$ cat config.mk
export PLATFORM = sky130hd
export DESIGN_NAME = infix_to_rpn_converter
export DESIGN_NICKNAME = d
export VERILOG_FILES = /design/src/irc_pkg.sv /design/src/irc_front.sv /design/src/irc_queue.sv /design/src/irc_back.sv /design/src/irc_out.sv /design/src/infix_to_rpn_converter.sv
export SDC_FILE = /design/constraint.sdc
export NUM_CORES = 1
export LEC_CHECK = 0
export BUFFER_PORTS_ARGS = -buffer_cell sky130_fd_sc_hd__buf_2
export CORE_MARGIN = 10
export CORE_UTILIZATION = 40
export CTS_CLUSTER_SIZE = 14
export DETAILED_ROUTE_END_ITERATION = 10
export GPL_TIMING_DRIVEN = 0
export PLACE_DENSITY = 0.59
export SYNTH_ARGS = -nofsm -noshare
export SYNTH_HDL_FRONTEND = slang
export SYNTH_SLANG_ARGS = --single-unit
$ cat constraint.sdc
create_clock -name i_clk -period 12.7 [get_ports i_clk]
set_input_delay 1.27 -clock i_clk [delete_from_list [all_inputs] [get_ports i_clk]]
set_output_delay 1.27 -clock i_clk [all_outputs]
set_load 0.005 [all_outputs]
$ cat src/irc_pkg.sv
// Shared types, codes and result helpers for the infix-to-RPN converter.
`default_nettype none

package irc_pkg;

    // Default sizing of the operator stack and the constant index space
    localparam int DEF_STACK_DEPTH = 32;
    localparam int DEF_INDEX_LIMIT = 1024;

    // Entries in the queue between front and back
    localparam int QUEUE_DEPTH = 2;

    // Fixed field widths
    localparam int MODE_W  = 3;
    localparam int INDEX_W = 10;
    localparam int POS_W   = 16;

    // Incoming token modes
    typedef enum logic [2:0] {
        MODE_VAR    = 3'd0,
        MODE_FUNC   = 3'd1,
        MODE_NUM    = 3'd2,
        MODE_BINOP  = 3'd3,
        MODE_LPAREN = 3'd4,
        MODE_RPAREN = 3'd5,
        MODE_END    = 3'd6
    } t_mode;

    // Classified command kinds handed from front to back
    typedef enum logic [2:0] {
        CMD_VAR,
        CMD_FUNC,
        CMD_NUM,
        CMD_BINOP,
        CMD_LPAREN,
        CMD_RPAREN,
        CMD_END
    } t_cmd_kind;

    // Kinds of entries waiting on the operator stack
    typedef enum logic [1:0] {
        ENT_LPAREN = 2'd0,
        ENT_BINARY = 2'd1,
        ENT_FUNC   = 2'd2
    } t_ent_kind;

    // RPN token kinds
    typedef enum logic [1:0] {
        RPN_VAR   = 2'd0,
        RPN_CONST = 2'd1,
        RPN_UNARY = 2'd2,
        RPN_BINARY = 2'd3
    } t_rpn_kind;

    // RPN operators
    typedef enum logic [2:0] {
        OP_ADD  = 3'd0,
        OP_SUB  = 3'd1,
        OP_MUL  = 3'd2,
        OP_DIV  = 3'd3,
        OP_SIN  = 3'd4,
        OP_SQRT = 3'd5
    } t_rpn_op;

    // Function name codes on the input
    typedef enum logic [1:0] {
        FN_SIN  = 2'd0,
        FN_SQRT = 2'd1
    } t_func;

    // Error codes
    typedef enum logic [3:0] {
        ERR_NONE            = 4'd0,
        ERR_OP_BEFORE_IDENT = 4'd1,
        ERR_OP_BEFORE_NUM   = 4'd2,
        ERR_UNEXP_OP        = 4'd3,
        ERR_UNEXP_RPAREN    = 4'd4,
        ERR_MISMATCH_RPAREN = 4'd5,
        ERR_EARLY_END       = 4'd6,
        ERR_MISMATCH_LPAREN = 4'd7,
        ERR_UNKNOWN_FUNC    = 4'd8,
        ERR_STACK_OVERFLOW  = 4'd9,
        ERR_EMPTY_OR_INDEX  = 4'd10
    } t_err;

    // Back-end sequencer states
    typedef enum logic [2:0] {
        S_IDLE,
        S_POP_OP,
        S_POP_RP,
        S_RP_FUNC,
        S_POP_END
    } t_back_state;

    // Classified item as it sits in the queue
    typedef struct packed {
        t_cmd_kind          kind;
        t_rpn_op            op;
        logic               high_rank;
        logic               bad_func;
        logic [INDEX_W-1:0] var_index;
        logic [POS_W-1:0]   position;
    } t_cmd;

    // Operator stack entry
    typedef struct packed {
        t_ent_kind        kind;
        t_rpn_op          op;
        logic [POS_W-1:0] pos;
    } t_entry;

    // One result item
    typedef struct packed {
        logic               has_token;
        t_rpn_kind          rpn_kind;
        logic [INDEX_W-1:0] rpn_index;
        t_rpn_op            rpn_op;
        t_err               error_code;
        logic [POS_W-1:0]   error_position;
        logic               finished;
    } t_result;

    // Result produced by the back end in one cycle
    typedef struct packed {
        logic    valid;
        logic    step_end;
        t_result result;
    } t_gen;

    // Multiply and divide bind tighter than add and subtract
    function automatic logic is_high_rank(t_rpn_op op);
        return (op == OP_MUL) || (op == OP_DIV);
    endfunction

    function automatic t_result token_var(logic [INDEX_W-1:0] idx);
        t_result r;
        r           = '0;
        r.has_token = 1'b1;
        r.rpn_kind  = RPN_VAR;
        r.rpn_index = idx;
        return r;
    endfunction

    function automatic t_result token_const(logic [INDEX_W-1:0] idx);
        t_result r;
        r           = '0;
        r.has_token = 1'b1;
        r.rpn_kind  = RPN_CONST;
        r.rpn_index = idx;
        return r;
    endfunction

    // Popped stack entry: functions are unary, the rest binary
    function automatic t_result token_entry(t_entry e);
        t_result r;
        r           = '0;
        r.has_token = 1'b1;
        r.rpn_kind  = (e.kind == ENT_FUNC) ? RPN_UNARY : RPN_BINARY;
        r.rpn_op    = e.op;
        return r;
    endfunction

    function automatic t_result status_err(t_err code, logic [POS_W-1:0] pos);
        t_result r;
        r                = '0;
        r.error_code     = code;
        r.error_position = pos;
        return r;
    endfunction

    function automatic t_result status_done();
        t_result r;
        r          = '0;
        r.finished = 1'b1;
        return r;
    endfunction

endpackage

`default_nettype wire

$ cat src/irc_front.sv
// Front end: accepts tokens, drops invalid modes and classifies the rest.
`default_nettype none

module irc_front import irc_pkg::*; (
    input  wire logic                i_valid,
    output logic                     o_stall,
    input  wire logic [MODE_W-1:0]   i_mode,
    input  wire logic [1:0]          i_op_code,
    input  wire logic [1:0]          i_func_code,
    input  wire logic [INDEX_W-1:0]  i_var_index,
    input  wire logic [POS_W-1:0]    i_position,
    input  wire logic                i_full,
    output logic                     o_push,
    output t_cmd                     o_cmd
);

    logic w_known;

    // Hold the input while the queue is full
    assign o_stall = i_full;
    assign o_push  = i_valid && !i_full && w_known;

    // Classify the token
    always_comb begin
        w_known          = 1'b1;
        o_cmd            = '0;
        o_cmd.var_index  = i_var_index;
        o_cmd.position   = i_position;
        o_cmd.op         = t_rpn_op'({1'b0, i_op_code});
        o_cmd.high_rank  = is_high_rank(t_rpn_op'({1'b0, i_op_code}));
        o_cmd.bad_func   = (i_func_code != FN_SIN) && (i_func_code != FN_SQRT);
        o_cmd.kind       = CMD_VAR;
        unique case (t_mode'(i_mode))
            MODE_VAR:    o_cmd.kind = CMD_VAR;
            MODE_FUNC: begin
                o_cmd.kind = CMD_FUNC;
                o_cmd.op   = (i_func_code == FN_SIN) ? OP_SIN : OP_SQRT;
            end
            MODE_NUM:    o_cmd.kind = CMD_NUM;
            MODE_BINOP:  o_cmd.kind = CMD_BINOP;
            MODE_LPAREN: o_cmd.kind = CMD_LPAREN;
            MODE_RPAREN: o_cmd.kind = CMD_RPAREN;
            MODE_END:    o_cmd.kind = CMD_END;
            // drop unused mode codes
            default:     w_known = 1'b0;
        endcase
    end

endmodule

`default_nettype wire

$ cat src/irc_queue.sv
// Short queue of classified items between front and back end.
`default_nettype none

module irc_queue import irc_pkg::*; (
    input  wire logic i_clk,
    input  wire logic i_rst_n,
    input  wire logic i_push,
    input  wire t_cmd i_data,
    output logic      o_full,
    output logic      o_valid,
    output t_cmd      o_data,
    input  wire logic i_pop
);

    localparam int QA_W = (QUEUE_DEPTH > 1) ? $clog2(QUEUE_DEPTH) : 1;
    localparam int QC_W = $clog2(QUEUE_DEPTH + 1);

    t_cmd              r_q [QUEUE_DEPTH];
    logic [QA_W-1:0]   r_wr, r_rd, n_wr, n_rd;
    logic [QC_W-1:0]   r_cnt, n_cnt;

    assign o_full  = (r_cnt == QC_W'(QUEUE_DEPTH));
    assign o_valid = (r_cnt != '0);
    assign o_data  = r_q[r_rd];

    // Advance pointers and fill count
    always_comb begin
        n_wr  = r_wr;
        n_rd  = r_rd;
        n_cnt = r_cnt;
        if (i_push) begin
            n_wr = (r_wr == QA_W'(QUEUE_DEPTH - 1)) ? '0 : r_wr + QA_W'(1);
        end
        if (i_pop) begin
            n_rd = (r_rd == QA_W'(QUEUE_DEPTH - 1)) ? '0 : r_rd + QA_W'(1);
        end
        if (i_push && !i_pop) begin
            n_cnt = r_cnt + QC_W'(1);
        end else if (!i_push && i_pop) begin
            n_cnt = r_cnt - QC_W'(1);
        end
    end

    always_ff @(posedge i_clk) begin
        if (!i_rst_n) begin
            r_wr  <= '0;
            r_rd  <= '0;
            r_cnt <= '0;
        end else begin
            r_wr  <= n_wr;
            r_rd  <= n_rd;
            r_cnt <= n_cnt;
        end
    end

    // Store pushed item
    always_ff @(posedge i_clk) begin
        if (i_push) begin
            r_q[r_wr] <= i_data;
        end
    end

endmodule

`default_nettype wire

$ cat src/irc_back.sv
// Back end: shunting-yard sequencer with the operator stack memory.
`default_nettype none

module irc_back import irc_pkg::*; #(
    parameter int STACK_DEPTH = DEF_STACK_DEPTH,
    parameter int INDEX_LIMIT = DEF_INDEX_LIMIT
) (
    input  wire logic i_clk,
    input  wire logic i_rst_n,
    input  wire logic i_adv,
    input  wire logic i_cmd_valid,
    input  wire t_cmd i_cmd,
    output logic      o_pop,
    output t_gen      o_gen
);

    localparam int ADDR_W  = $clog2(STACK_DEPTH);
    localparam int CNT_W   = $clog2(STACK_DEPTH + 1);
    localparam int CONST_W = $clog2(INDEX_LIMIT + 1);

    t_back_state           r_state, n_state;
    logic [CNT_W-1:0]      r_count, n_count;
    logic                  r_expect, n_expect;
    logic [CONST_W-1:0]    r_const, n_const;
    logic                  r_seen, n_seen;
    t_cmd                  r_cmd, n_cmd;

    t_entry                r_stack [STACK_DEPTH];
    t_entry                r_top;

    logic                  w_we;
    t_entry                w_wdata;
    logic [CNT_W-1:0]      w_dec;
    logic [ADDR_W-1:0]     w_raddr;
    logic                  w_full, w_empty;
    logic                  w_push;
    t_entry                w_push_entry;
    logic                  w_fail;
    t_err                  w_fail_code;
    logic [POS_W-1:0]      w_fail_pos;
    logic                  w_clear;
    logic [CONST_W+INDEX_W-1:0] w_const_ext;

    assign w_full      = (r_count >= CNT_W'(STACK_DEPTH));
    assign w_empty     = (r_count == '0);
    assign w_const_ext = {{INDEX_W{1'b0}}, r_const};

    // Next state and outputs
    always_comb begin
        n_state      = r_state;
        n_count      = r_count;
        n_expect     = r_expect;
        n_const      = r_const;
        n_seen       = r_seen;
        n_cmd        = r_cmd;
        o_pop        = 1'b0;
        o_gen        = '0;
        w_we         = 1'b0;
        w_wdata      = r_top;
        w_push       = 1'b0;
        w_push_entry = r_top;
        w_fail       = 1'b0;
        w_fail_code  = ERR_NONE;
        w_fail_pos   = r_cmd.position;
        w_clear      = 1'b0;

        if (i_adv) begin
            unique case (r_state)
                S_IDLE: begin
                    if (i_cmd_valid) begin
                        o_pop = 1'b1;
                        n_cmd = i_cmd;
                        if (i_cmd.kind != CMD_END) begin
                            n_seen = 1'b1;
                        end
                        w_fail_pos = i_cmd.position;
                        unique case (i_cmd.kind)
                            CMD_VAR: begin
                                if (!r_expect) begin
                                    w_fail      = 1'b1;
                                    w_fail_code = ERR_OP_BEFORE_IDENT;
                                end else begin
                                    o_gen.valid    = 1'b1;
                                    o_gen.step_end = 1'b1;
                                    o_gen.result   = token_var(i_cmd.var_index);
                                    n_expect       = 1'b0;
                                end
                            end
                            CMD_FUNC: begin
                                if (i_cmd.bad_func) begin
                                    w_fail      = 1'b1;
                                    w_fail_code = ERR_UNKNOWN_FUNC;
                                end else begin
                                    w_push       = 1'b1;
                                    w_push_entry = '{ENT_FUNC, i_cmd.op, i_cmd.position};
                                end
                            end
                            CMD_NUM: begin
                                if (!r_expect) begin
                                    w_fail      = 1'b1;
                                    w_fail_code = ERR_OP_BEFORE_NUM;
                                end else if (r_const >= CONST_W'(INDEX_LIMIT)) begin
                                    w_fail      = 1'b1;
                                    w_fail_code = ERR_EMPTY_OR_INDEX;
                                end else begin
                                    o_gen.valid    = 1'b1;
                                    o_gen.step_end = 1'b1;
                                    o_gen.result   = token_const(w_const_ext[INDEX_W-1:0]);
                                    n_const        = r_const + CONST_W'(1);
                                    n_expect       = 1'b0;
                                end
                            end
                            CMD_BINOP: begin
                                if (r_expect) begin
                                    w_fail      = 1'b1;
                                    w_fail_code = ERR_UNEXP_OP;
                                end else begin
                                    n_state = S_POP_OP;
                                end
                            end
                            CMD_LPAREN: begin
                                w_push       = 1'b1;
                                w_push_entry = '{ENT_LPAREN, OP_ADD, i_cmd.position};
                            end
                            CMD_RPAREN: begin
                                if (r_expect) begin
                                    w_fail      = 1'b1;
                                    w_fail_code = ERR_UNEXP_RPAREN;
                                end else begin
                                    n_state = S_POP_RP;
                                end
                            end
                            CMD_END: begin
                                if (!r_seen) begin
                                    w_fail      = 1'b1;
                                    w_fail_code = ERR_EMPTY_OR_INDEX;
                                end else if (r_expect) begin
                                    w_fail      = 1'b1;
                                    w_fail_code = ERR_EARLY_END;
                                end else begin
                                    n_state = S_POP_END;
                                end
                            end
                            default: ;
                        endcase
                    end
                end

                // Pop waiting operators that bind at least as tight, then push
                S_POP_OP: begin
                    if (!w_empty && (r_top.kind != ENT_LPAREN) &&
                        !((r_top.kind == ENT_BINARY) && !is_high_rank(r_top.op) &&
                          r_cmd.high_rank)) begin
                        o_gen.valid  = 1'b1;
                        o_gen.result = token_entry(r_top);
                        n_count      = r_count - CNT_W'(1);
                    end else begin
                        w_push       = 1'b1;
                        w_push_entry = '{ENT_BINARY, r_cmd.op, r_cmd.position};
                        n_state      = S_IDLE;
                    end
                end

                // Pop down to the matching '('
                S_POP_RP: begin
                    if (w_empty) begin
                        w_fail      = 1'b1;
                        w_fail_code = ERR_MISMATCH_RPAREN;
                    end else if (r_top.kind == ENT_LPAREN) begin
                        n_count = r_count - CNT_W'(1);
                        n_state = S_RP_FUNC;
                    end else begin
                        o_gen.valid  = 1'b1;
                        o_gen.result = token_entry(r_top);
                        n_count      = r_count - CNT_W'(1);
                    end
                end

                // Emit a function waiting just below the '('
                S_RP_FUNC: begin
                    if (!w_empty && (r_top.kind == ENT_FUNC)) begin
                        o_gen.valid  = 1'b1;
                        o_gen.result = token_entry(r_top);
                        n_count      = r_count - CNT_W'(1);
                    end
                    o_gen.step_end = 1'b1;
                    n_expect       = 1'b0;
                    n_state        = S_IDLE;
                end

                // Drain the stack at end of expression
                S_POP_END: begin
                    if (w_empty) begin
                        o_gen.valid    = 1'b1;
                        o_gen.step_end = 1'b1;
                        o_gen.result   = status_done();
                        w_clear        = 1'b1;
                    end else if (r_top.kind == ENT_LPAREN) begin
                        w_fail      = 1'b1;
                        w_fail_code = ERR_MISMATCH_LPAREN;
                        w_fail_pos  = r_top.pos;
                    end else begin
                        o_gen.valid  = 1'b1;
                        o_gen.result = token_entry(r_top);
                        n_count      = r_count - CNT_W'(1);
                    end
                end

                default: n_state = S_IDLE;
            endcase

            // Push onto the stack, or report overflow
            if (w_push) begin
                if (w_full) begin
                    w_fail      = 1'b1;
                    w_fail_code = ERR_STACK_OVERFLOW;
                    w_fail_pos  = w_push_entry.pos;
                end else begin
                    w_we           = 1'b1;
                    w_wdata        = w_push_entry;
                    n_count        = r_count + CNT_W'(1);
                    n_expect       = 1'b1;
                    o_gen.step_end = 1'b1;
                end
            end

            // Report an error and restart
            if (w_fail) begin
                o_gen.valid    = 1'b1;
                o_gen.step_end = 1'b1;
                o_gen.result   = status_err(w_fail_code, w_fail_pos);
                w_clear        = 1'b1;
            end

            if (w_clear) begin
                n_state  = S_IDLE;
                n_count  = '0;
                n_expect = 1'b1;
                n_const  = '0;
                n_seen   = 1'b0;
            end
        end
    end

    always_ff @(posedge i_clk) begin
        if (!i_rst_n) begin
            r_state  <= S_IDLE;
            r_count  <= '0;
            r_expect <= 1'b1;
            r_const  <= '0;
            r_seen   <= 1'b0;
        end else begin
            r_state  <= n_state;
            r_count  <= n_count;
            r_expect <= n_expect;
            r_const  <= n_const;
            r_seen   <= n_seen;
        end
    end

    // Hold the current command for the pop loops
    always_ff @(posedge i_clk) begin
        r_cmd <= n_cmd;
    end

    // Stack memory; read data always tracks the entry below the next count
    assign w_dec   = n_count - CNT_W'(1);
    assign w_raddr = w_dec[ADDR_W-1:0];

    always_ff @(posedge i_clk) begin
        if (w_we) begin
            r_stack[r_count[ADDR_W-1:0]] <= w_wdata;
        end
        if (w_we && (r_count[ADDR_W-1:0] == w_raddr)) begin
            r_top <= w_wdata;
        end else begin
            r_top <= r_stack[w_raddr];
        end
    end

endmodule

`default_nettype wire

$ cat src/irc_out.sv
// Output stage: holds one result until the next shows whether it is the last.
`default_nettype none

module irc_out import irc_pkg::*; (
    input  wire logic i_clk,
    input  wire logic i_rst_n,
    input  wire t_gen i_gen,
    output logic      o_adv,
    output logic      o_valid,
    input  wire logic i_stall,
    output t_result   o_result,
    output logic      o_last
);

    logic    r_p_valid, n_p_valid;
    logic    r_p_last, n_p_last;
    t_result r_p, n_p;
    logic    r_o_valid, n_o_valid;
    logic    r_o_last, n_o_last;
    t_result r_o, n_o;
    logic    w_move;

    // Advance whenever the output register is free or being taken
    assign o_adv    = !r_o_valid || !i_stall;
    assign o_valid  = r_o_valid;
    assign o_result = r_o;
    assign o_last   = r_o_last;

    // Release the held result once its successor or its step end is known
    assign w_move = r_p_valid && (r_p_last || i_gen.valid || i_gen.step_end);

    always_comb begin
        n_p_valid = r_p_valid;
        n_p_last  = r_p_last;
        n_p       = r_p;
        n_o_valid = r_o_valid;
        n_o_last  = r_o_last;
        n_o       = r_o;
        if (o_adv) begin
            n_o_valid = w_move;
            if (w_move) begin
                n_o      = r_p;
                n_o_last = r_p_last || (i_gen.step_end && !i_gen.valid);
            end
            if (i_gen.valid) begin
                n_p_valid = 1'b1;
                n_p       = i_gen.result;
                n_p_last  = i_gen.step_end;
            end else if (w_move) begin
                n_p_valid = 1'b0;
            end
        end
    end

    always_ff @(posedge i_clk) begin
        if (!i_rst_n) begin
            r_p_valid <= 1'b0;
            r_o_valid <= 1'b0;
        end else begin
            r_p_valid <= n_p_valid;
            r_o_valid <= n_o_valid;
        end
    end

    always_ff @(posedge i_clk) begin
        r_p_last <= n_p_last;
        r_p      <= n_p;
        r_o_last <= n_o_last;
        r_o      <= n_o;
    end

endmodule

`default_nettype wire

$ cat src/infix_to_rpn_converter.sv
// Top level of the infix-to-RPN (shunting-yard) token converter.
//
// Converts lexed infix tokens, one per input item, into RPN result items.
// The front end takes one item per cycle into a two-entry queue while the
// queue is not full. The back end handles a variable, number, function name
// or '(' directly in its idle state. A binary operator, ')' or end is started
// in the idle state, then pops entries off the operator stack (for ')' down
// to and including the '(') and closes by pushing the operator, checking for
// a function below the '(' or emitting the end status; a syntax error found
// at the start ends the item there. Cost follows the stack pops. The stack
// sits in a memory whose registered read port always holds the top entry.
// Each result passes a one-item hold stage, which marks the final result of
// an item, then the output register. Modes outside 0 to 6 are accepted and
// dropped. On an error or a successful end the block emits a status result
// and restarts.
`default_nettype none

module infix_to_rpn_converter import irc_pkg::*; #(
    parameter int STACK_DEPTH = DEF_STACK_DEPTH,
    parameter int INDEX_LIMIT = DEF_INDEX_LIMIT
) (
    input  wire logic               i_clk,
    input  wire logic               i_rst_n,
    input  wire logic               i_valid,
    output logic                    o_stall,
    input  wire logic [MODE_W-1:0]  i_mode,
    input  wire logic [1:0]         i_op_code,
    input  wire logic [1:0]         i_func_code,
    input  wire logic [INDEX_W-1:0] i_var_index,
    input  wire logic [POS_W-1:0]   i_position,
    output logic                    o_valid,
    input  wire logic               i_stall,
    output logic                    o_has_token,
    output logic [1:0]              o_rpn_kind,
    output logic [INDEX_W-1:0]      o_rpn_index,
    output logic [2:0]              o_rpn_op,
    output logic [3:0]              o_error_code,
    output logic [POS_W-1:0]        o_error_position,
    output logic                    o_finished,
    output logic                    o_last_result
);

    logic    w_full, w_push, w_q_valid, w_pop, w_adv;
    t_cmd    w_cmd_in, w_cmd_out;
    t_gen    w_gen;
    t_result w_result;

    irc_front u_front (
        .i_valid     (i_valid),
        .o_stall     (o_stall),
        .i_mode      (i_mode),
        .i_op_code   (i_op_code),
        .i_func_code (i_func_code),
        .i_var_index (i_var_index),
        .i_position  (i_position),
        .i_full      (w_full),
        .o_push      (w_push),
        .o_cmd       (w_cmd_in)
    );

    irc_queue u_queue (
        .i_clk   (i_clk),
        .i_rst_n (i_rst_n),
        .i_push  (w_push),
        .i_data  (w_cmd_in),
        .o_full  (w_full),
        .o_valid (w_q_valid),
        .o_data  (w_cmd_out),
        .i_pop   (w_pop)
    );

    irc_back #(
        .STACK_DEPTH (STACK_DEPTH),
        .INDEX_LIMIT (INDEX_LIMIT)
    ) u_back (
        .i_clk       (i_clk),
        .i_rst_n     (i_rst_n),
        .i_adv       (w_adv),
        .i_cmd_valid (w_q_valid),
        .i_cmd       (w_cmd_out),
        .o_pop       (w_pop),
        .o_gen       (w_gen)
    );

    irc_out u_out (
        .i_clk    (i_clk),
        .i_rst_n  (i_rst_n),
        .i_gen    (w_gen),
        .o_adv    (w_adv),
        .o_valid  (o_valid),
        .i_stall  (i_stall),
        .o_result (w_result),
        .o_last   (o_last_result)
    );

    // Break the result out onto its ports
    assign o_has_token      = w_result.has_token;
    assign o_rpn_kind       = w_result.rpn_kind;
    assign o_rpn_index      = w_result.rpn_index;
    assign o_rpn_op         = w_result.rpn_op;
    assign o_error_code     = w_result.error_code;
    assign o_error_position = w_result.error_position;
    assign o_finished       = w_result.finished;

endmodule

`default_nettype wire
After elaboration in Yosys (flattened, before gate mapping)

Memory sizes are Yosys's and may differ from the RTL's. A register that Yosys moved wholly into a read port is not among the register bits.
Index checks and enable logic that the tools add are counted.

Add/sub/neg operators: 8
Multiply operators: 0
Div/mod/pow operators: 0
Order comparisons: 2
Eq/ne operators: 36
Shift operators: 0
Multiplexer cells: 137
Bitwise gates (word level): 1
Reduce and logical (&&, ||, !) cells: 53

Operator list:

| kind                    | number |
|---|---|
| $mux W39                | 6 |
| $mux W37                | 5 |
| $pmux W37 S5            | 1 |
| $mux W21                | 6 |
| $pmux W21 S2            | 2 |
| $mux W16                | 5 |
| $pmux W39 S2            | 1 |
| $mux W11                | 6 |
| $mux W1                 | 56 |
| $mux W6                 | 9 |
| $mux W3                 | 14 |
| $mux W4                 | 8 |
| $pmux W16 S2            | 1 |
| $eq A3 B2 Y1 const B    | 8 |
| $pmux W4 S6             | 1 |
| $pmux W6 S4             | 1 |
| $eq A3 B3 Y1 const B    | 7 |
| $reduce_bool A2 Y1      | 10 |
| $pmux W3 S6             | 1 |
| $logic_and A1 B1 Y1     | 12 |
| $ne A4 B4 Y1 const B    | 3 |
| $pmux W3 S4             | 1 |
| $pmux W4 S3             | 1 |
| $add A11 B1 Y11 const B | 1 |
| 35 further kinds        | 71 |

Register bits: 124
Latch bits: 0
RAM bits: 740
Bits in read-only memories: 0
Bits of input ports: 37
Memories kept: 2

Memories:

| name           | depth | width | rd ports | clocked after memory_dff | wr ports | RTL line        | source |
|---|---|---|---|---|---|---|---|
| u_back.r_stack | 32    | 21    | 1        | 1                        | 1        | irc_back.sv:28  | `t_entry r_stack [STACK_DEPTH];` |
| u_queue.r_q    | 2     | 34    | 1        | 1                        | 1        | irc_queue.sv:18 | `t_cmd r_q [QUEUE_DEPTH];` |

Longest topological paths before layout

Gate-level depths: netlist of run 1.

Depth after elaboration: 19
Gate-level depth with buffers: 15

By module

From an unflattened synthesis of run 1, not the netlist that was laid out.

Cells, all modules: 1,775
Area total of the unflattened synthesis: 34,535.6 um^2

By module, submodules not included:

| module    | instances | cells each | area an instance (um^2) | sequential area each (um^2) |
|---|---|---|---|---|
| irc_back  | 1         | 1,520      | 29,179.2                | 21,320.4 |
| irc_queue | 1         | 128        | 2,673.8                 | 2,142.1 |
| irc_out   | 1         | 88         | 2,394.8                 | 2,322.2 |
| irc_front | 1         | 39         | 287.8                   | 0.0 |

Worst setup path before layout of run 1

OpenSTA, ideal clock, no wires.

Kind: register to register
Start point: register (tool-made name)
End point: register u_out.r_o_last (netlist: u_out.o_last) (enable)
Data arrival time: 6.823 ns
Path slack: 5.443 ns
Cell stages (with the launch flop): 13
Cells stage by stage: dfxtp_1 > buf_6 > buf_4 > mux4_2 > mux4_2 > mux2_2 > nor3_2 > and4b_1 > clkbuf_1 > a21boi_1 > a41oi_1 > o31ai_1 > nor2_1

RTL lines:

| item                 | RTL line      | source |
|---|---|---|
| to (signal assigned) | irc_out.sv:68 | `r_o_last <= n_o_last;` |
| to (decl)            | irc_out.sv:19 | `logic r_o_last, n_o_last;` |

==> impl_metrics.yaml, run 1 <==
status:
  outcome: "complete, no violations"
yosys:
  synth-edff-count: 836
  ys_types: 77
  synth_nets: 1775
  ys_ff_latch: 870
  syn_avg_cell_area_um2: 20.0
  synth-seq-area-share: 0.745
  syn_area_um2: 34600
  yosys_warnings: 0
  syn_inst: 1730
  async_flop_share: 0
  synth_top_flop_cell: "edfxtp_1"
layout:
  design_area_um2: 40400
  mostFrequentLayoutCell: "edfxtp_1"
  layout_common_cells: "edfxtp_1 (836), mux4_2 (196), clkbuf_16 (89)"
  diodes: 0
  syn2layout_area_growth_pct: 16.8
  nets: 1979
  drive_gt1_frac: 0.278
global_routing:
  grt_max_degree: 33
  globalRouteOverflowTotal: 0
  grt_pass1_wl_um: 124000
  grtUsageMet2: 0.270
  grt_busiest_layer: "met2"
  grt_use_met1: 0.240
  antenna_found_initial: 0
  grt_util_met3: 0.0300
  grt.total_usage: 0.171
  grt_pass1_vias: 18200
worst_setup_path:
  cp.depth: 11
  required_ns: 12.96
  crit_path_top_delay_cell: "nor2_4"
  rrSetupSlack_ns: 6.73
  critPathTopFamily: "simple AND/OR/NAND/NOR gates"
  end_kind: "flop"
  endpoint: "u_back.r_stack[23][11]$_DFFE_PP_"
  reg2reg_depth: 11
  max_stage_delay_ns: 0.96
  rr_endpoint: "u_back.r_stack[23][11]$_DFFE_PP_"
  crit_arrival_ns: 6.23
  cp_cell_sequence: "buf_4, clkbuf_1, mux4_1, mux4_2, mux2i_1, a211o_4, a31o_4, o211ai_1, nor2_1, nand2_1, nor2_4"
  criticalPathCategory: "reg2reg"
  cp_max_fo: 21
  cp_num_buf_inv: 2
  start_kind: "flop"
sta:
  fin_crit_sh: 0.470
  worstMarginPinSlew_ns: 1.31
  rsz0062_at_grt: "false"
  setup_viol: 0
  setup_tns_ns: 0
  maxClockFrequency_mhz: 168
  slew_viol_final: 0
  fin_crit_ns: 5.97
  timing.final.hold_violations: 0
  relSlewSlack: 0.127
  finClkSkew_ns: 0.0288
  setup_ws_ns: 6.73
floorplanning:
  die_h_um: 314
  initial_core_util: 0.404
  core_um2: 85500
  dieArea_um2: 98700
  ios: 77
  rows: 107
  die_w_um: 314
cts:
  cts_tree: "yes"
  cts_resized: 0
  cts.path.max_buffers: 3
  holdBufCountCts: 0
  clkTransAtPathRegs_ns: 0.06
  numCtsBuffers: 87
  post-cts-setup-buffer-count: 0
  cts_num_sinks: 870
  insertion_delay_ns: 0.65
  cts_root_buffer: "clkbuf_16"
  htreeDepth: 3
hold_path:
  whs_path_depth: 0
  min_from: "u_out.r_p[9]$_SDFFCE_PP0P_"
  worstHoldPathType: "reg2reg"
route:
  route.detailed.drc: 0
  drtAntennaViolNets: 0
  first_pass_iters: 5
  via_per_inst: 5.67
  wl_um: 84600
  vias: 17900
  wire_per_inst_um: 26.8
  drt_iter0_markers: 1933
power:
  power-per-cell-area_nw_per_um2: 272
  p_leak_uw: 0.0130
  vdd_drop_max_mv: 0.163
placement:
  place.gp.congestion: 0.869
  numPortBuffers: 76
  dpl_worst_slack_ns: 6.77
  placed_area_um2: 37500
  dpl.hpwl_um: 56500
job:
  drv_cap: 0
routing by layer:
layer	part of all wire	routed length (um)
met1	0.43	36700
met4	0.023	1940
met2	0.48	40800
met3	0.061	5200
met5	0	0
worst register-to-register path: stages, from the launching register on:
cell and delay, ns:
dfxtp_1 0.38, buf_4 0.25, clkbuf_1 0.69, mux4_1 0.44, mux4_2 0.49, mux2i_1 0.51
a211o_4 0.29, a31o_4 0.21, o211ai_1 0.20, nor2_1 0.52, nand2_1 0.62, nor2_4 0.96
report_power, final:
part / switching [uW] / leakage, uW / internal (uW)
Clock: 1080 / 0.00141 / 1510
Sequential: 87.1 / 0.00786 / 4500
Combinational: 2550 / 0.00372 / 1280
sequential cells by signal, indices dropped and copies added (netlist names), 2 cells and up, named ones only:
register,count
u_back.r_cmd,20
u_back.r_const,11
u_back.r_count,6
u_back.r_stack,672
u_back.r_state,3
u_out.o_result,37
u_out.r_p,37
u_queue.r_cnt,2
u_queue.r_q,68
stage by stage:
step           total power, uW  instances  hold slack, ns   util
6_report                 11000       3152           0.417  0.473
3_5_place_dp              8500       2989           0.405  0.439
2_1_floorplan             6850       1730           0.400      -
4_1_cts                  11100       3152           0.415  0.473
5_1_grt                  11500       3152           0.426  0.473
3_3_place_gp              8070       2950           0.404  0.426
final cells by class:
| type | count | area (um2) |
|---|---|---|
| fillers | 7126 | 45100 |
| flip-flops and latches | 870 | 25800 |
| multi-input cells | 750 | 8680 |
| clock buffers | 105 | 2290 |
| well taps | 1144 | 1430 |
| repair buffers | 115 | 1150 |
| clock inverters | 58 | 602 |
| plain buffers | 92 | 427 |
| inverters | 18 | 67.6 |
cells by family (layout without fill, tap and decap cells):
group | count (synthesis) | count (layout) | synth area share
buffers and inverters | 110 | 388 | 0.0143
muxes | 287 | 287 | 0.161
AOI/OAI and AO/OA | 187 | 187 | 0.0382
adders and majority gates | 8 | 8 | 0.00289
xor gates and xnor gates | 16 | 16 | 0.00405
and+or+nand+nor | 252 | 252 | 0.0339
DFF | 870 | 870 | 0.745
synthesized netlist by cell type, types with 4 or more instances:
cell type    n  share of area
nor3_1       9         0.0013
ha_1         8         0.0029
dfxtp_1     34          0.020
o32ai_1     17         0.0043
mux4_1      14          0.011
nand4_1      9         0.0016
mux2_2      27         0.0088
edfxtp_1   836           0.73
mux4_2     196           0.13
inv_1       18         0.0020
nand3_1     21         0.0030
clkbuf_1    51         0.0055
xor2_1      11         0.0028
o21ai_0     19         0.0027
or2_2        5        0.00090
a31oi_1      6         0.0011
buf_1       20         0.0022
nor2b_1      7         0.0013
mux2i_1     50          0.014
and3_1       7         0.0013
or3_1        5        0.00090
nand2_1     39         0.0042
nand3b_1     5         0.0011
a21oi_1     74          0.011
a221oi_1    17         0.0043
and2_1       4        0.00072
buf_4        6         0.0013
nor2_1     123          0.013
buf_2       11         0.0016
o31ai_1      5         0.0011
xnor2_1      5         0.0013
a211oi_1     5         0.0011
worst min-delay path by stage:
stage / endpoint / slack [ns]
3_3_place_gp: u_out.o_result[27]$_DFFE_PP_ / 0.40
3_5_place_dp: u_out.o_result[19]$_DFFE_PP_ / 0.40
5_1_grt: u_out.o_result[19]$_DFFE_PP_ / 0.43
6_report: u_out.o_result[9]$_DFFE_PP_ / 0.42
4_1_cts: u_out.o_result[9]$_DFFE_PP_ / 0.41
2_1_floorplan: u_out.o_result[0]$_DFFE_PP_ / 0.40
No activity file was read; power rests on OpenSTA's default activity.
==> inputs of run 2 (changes only) <==
Clock period 12.7 ns to 6.2 ns, I/O delays scaled along.
==> impl_metrics.yaml, run 2 (synthesis results as in run 1) <==
sta:
  rsz0062_at_grt: "true"
  maxClockFrequency_mhz: 170
  relSlewSlack: 0.174
  fin_crit_ns: 5.90
  timing.final.hold_violations: 0
  setup_viol: 0
  hold_ws_ns: 0.175
  fin_crit_sh: 0.951
  setup_tns_ns: 0
  slew_viol_final: 0
  finClkSkew_ns: 0.0201
  worstMarginPinSlew_ns: 1.24
cts:
  post-cts-setup-buffer-count: 0
  cts_root_buffer: "clkbuf_16"
  clkTransAtPathRegs_ns: 0.06
  insertion_delay_ns: 0.64
  cts.path.max_buffers: 3
  htreeDepth: 3
  numCtsBuffers: 88
  cts_tree: "yes"
  cts_num_sinks: 870
power:
  pwr-share-comb: 0.351
  p_leak_uw: 0.0129
  clock_power_share: 0.229
  swShare: 0.340
  p_int_uw: 14800
  p_sw_uw: 7610
  seqPwrFrac: 0.420
  power-per-cell-area_nw_per_um2: 557
  vdd_drop_max_mv: 0.295
floorplanning:
  die_w_um: 314
  core_um2: 85500
  initial_core_util: 0.404
  ios: 77
  dieArea_um2: 98700
  die_h_um: 314
  rows: 107
placement:
  numPortBuffers: 76
  placed_area_um2: 37400
  dpl.hpwl_um: 55600
  place.gp.congestion: 0.842
layout:
  layout_common_cells: "edfxtp_1 (836), mux4_2 (196), clkbuf_16 (89)"
  syn2layout_area_growth_pct: 16.2
  design_area_um2: 40200
  diodes: 0
  nets: 1976
  drive_gt1_frac: 0.276
  largest_reg_flops: 672
  mostFrequentLayoutCell: "edfxtp_1"
global_routing:
  grt_pass1_vias: 18400
  grt_max_degree: 35
  antenna_found_initial: 0
  globalRouteOverflowTotal: 0
  grt.total_usage: 0.170
  grt_pass1_wl_um: 125000
worst_setup_path:
  reg2reg_depth: 11
  required_ns: 6.46
  start_kind: "flop"
  criticalPathCategory: "reg2reg"
  end_kind: "flop"
  cp_max_fo: 21
  crit_arrival_ns: 6.16
route:
  route.detailed.drc: 0
  vias: 17900
  wire_per_inst_um: 27.0
  first_pass_iters: 5
  drt_iter0_markers: 2168
  drtAntennaViolNets: 0
  wl_um: 84700
  via_per_inst: 5.70
hold_path:
  worstHoldPathType: "in2reg"
  whs_path_depth: 1
job:
  drv_cap: 0
status:
  outcome: "complete, no violations"
[run 2: changes by cell type in the layout (fill, tap and decap cells not counted), sizes merged]
| cell | change |
|---|---|
| bufinv | -4 |
| clkinvlp | +1 |
| clkbuf | +5 |
| inv | -1 |
| buf | -4 |
| clkinv | -5 |
[run 2: area by class of cell]
cell class | instances | area, um2
plain buffers | 92 | 427
clock buffers | 110 | 2310
clock inverters | 49 | 460
fillers | 7030 | 45400
inverters | 18 | 67.6
multi-input cells | 750 | 8680
flip-flops and latches | 870 | 25800
well taps | 1144 | 1430
repair buffers | 111 | 1040
[run 2: critical path, cell delays in order (launching register included)]
cell,delay (ns)
dfxtp_1,0.40
buf_4,0.26
clkbuf_1,0.68
mux4_2,0.44
mux4_2,0.48
mux2i_1,0.44
a211o_4,0.28
a31o_4,0.20
o211ai_1,0.20
nor2_1,0.53
nand2_1,0.65
nor2_4,0.94
[run 2: metrics by stage]
step / total power (uW) / utilization / cells / setup WS (ns)
3_5_place_dp: 17400 / 0.438 / 2985 / 0.328
5_1_grt: 23300 / 0.470 / 3144 / -0.0263
3_3_place_gp: 16500 / 0.426 / 2950 / -1.44
6_report: 22400 / 0.470 / 3144 / 0.303
4_1_cts: 22500 / 0.470 / 3144 / 0.270
2_1_floorplan: 14000 / - / 1730 / 0.547
[run 2: what timing repair did]
| item | in CTS | in global routing |
|---|---|---|
| hold endpoints to repair | 0 | 0 |
| hold buffers | 0 | 0 |
| gates resized for setup | 0 | 0 |
| setup endpoints to repair | 0 | 29 |
[run 2: worst paths after layout]
kind / start / endpoint / slack [ns]
setup / recovery: flop / u_back.r_stack[21][13]$_DFFE_PP_ / 0.30
hold / removal: i_position[9] / u_queue.r_q[0][9]$_DFFE_PP_ / 0.18
setup reg to reg: flop / u_back.r_stack[21][13]$_DFFE_PP_ / 0.30
hold reg to reg: u_out.r_p[30]$_SDFFCE_PP0P_ / u_out.o_result[30]$_DFFE_PP_ / 0.42
[run 2: power by group through the flow]
stage                     Sequential (uW)  Clock (uW)  Combinational [uW]
after floorplan                      9540           0                4480
after global placement               9700           0                6800
after detailed placement             9530           0                7870
after CTS                            9410        5210                7900
after global routing                 9450        5470                8430
final                                9410        5120                7860
[run 2: layer usage]
layer / global-route usage / part of all wire / vias up
li1: - / - / 7591
met1: 0.237 / 0.43 / 9549
met2: 0.273 / 0.48 / 664
met3: 0.0300 / 0.061 / 125
met4: 0.0462 / 0.025 / 0
met5: 0 / 0 / -
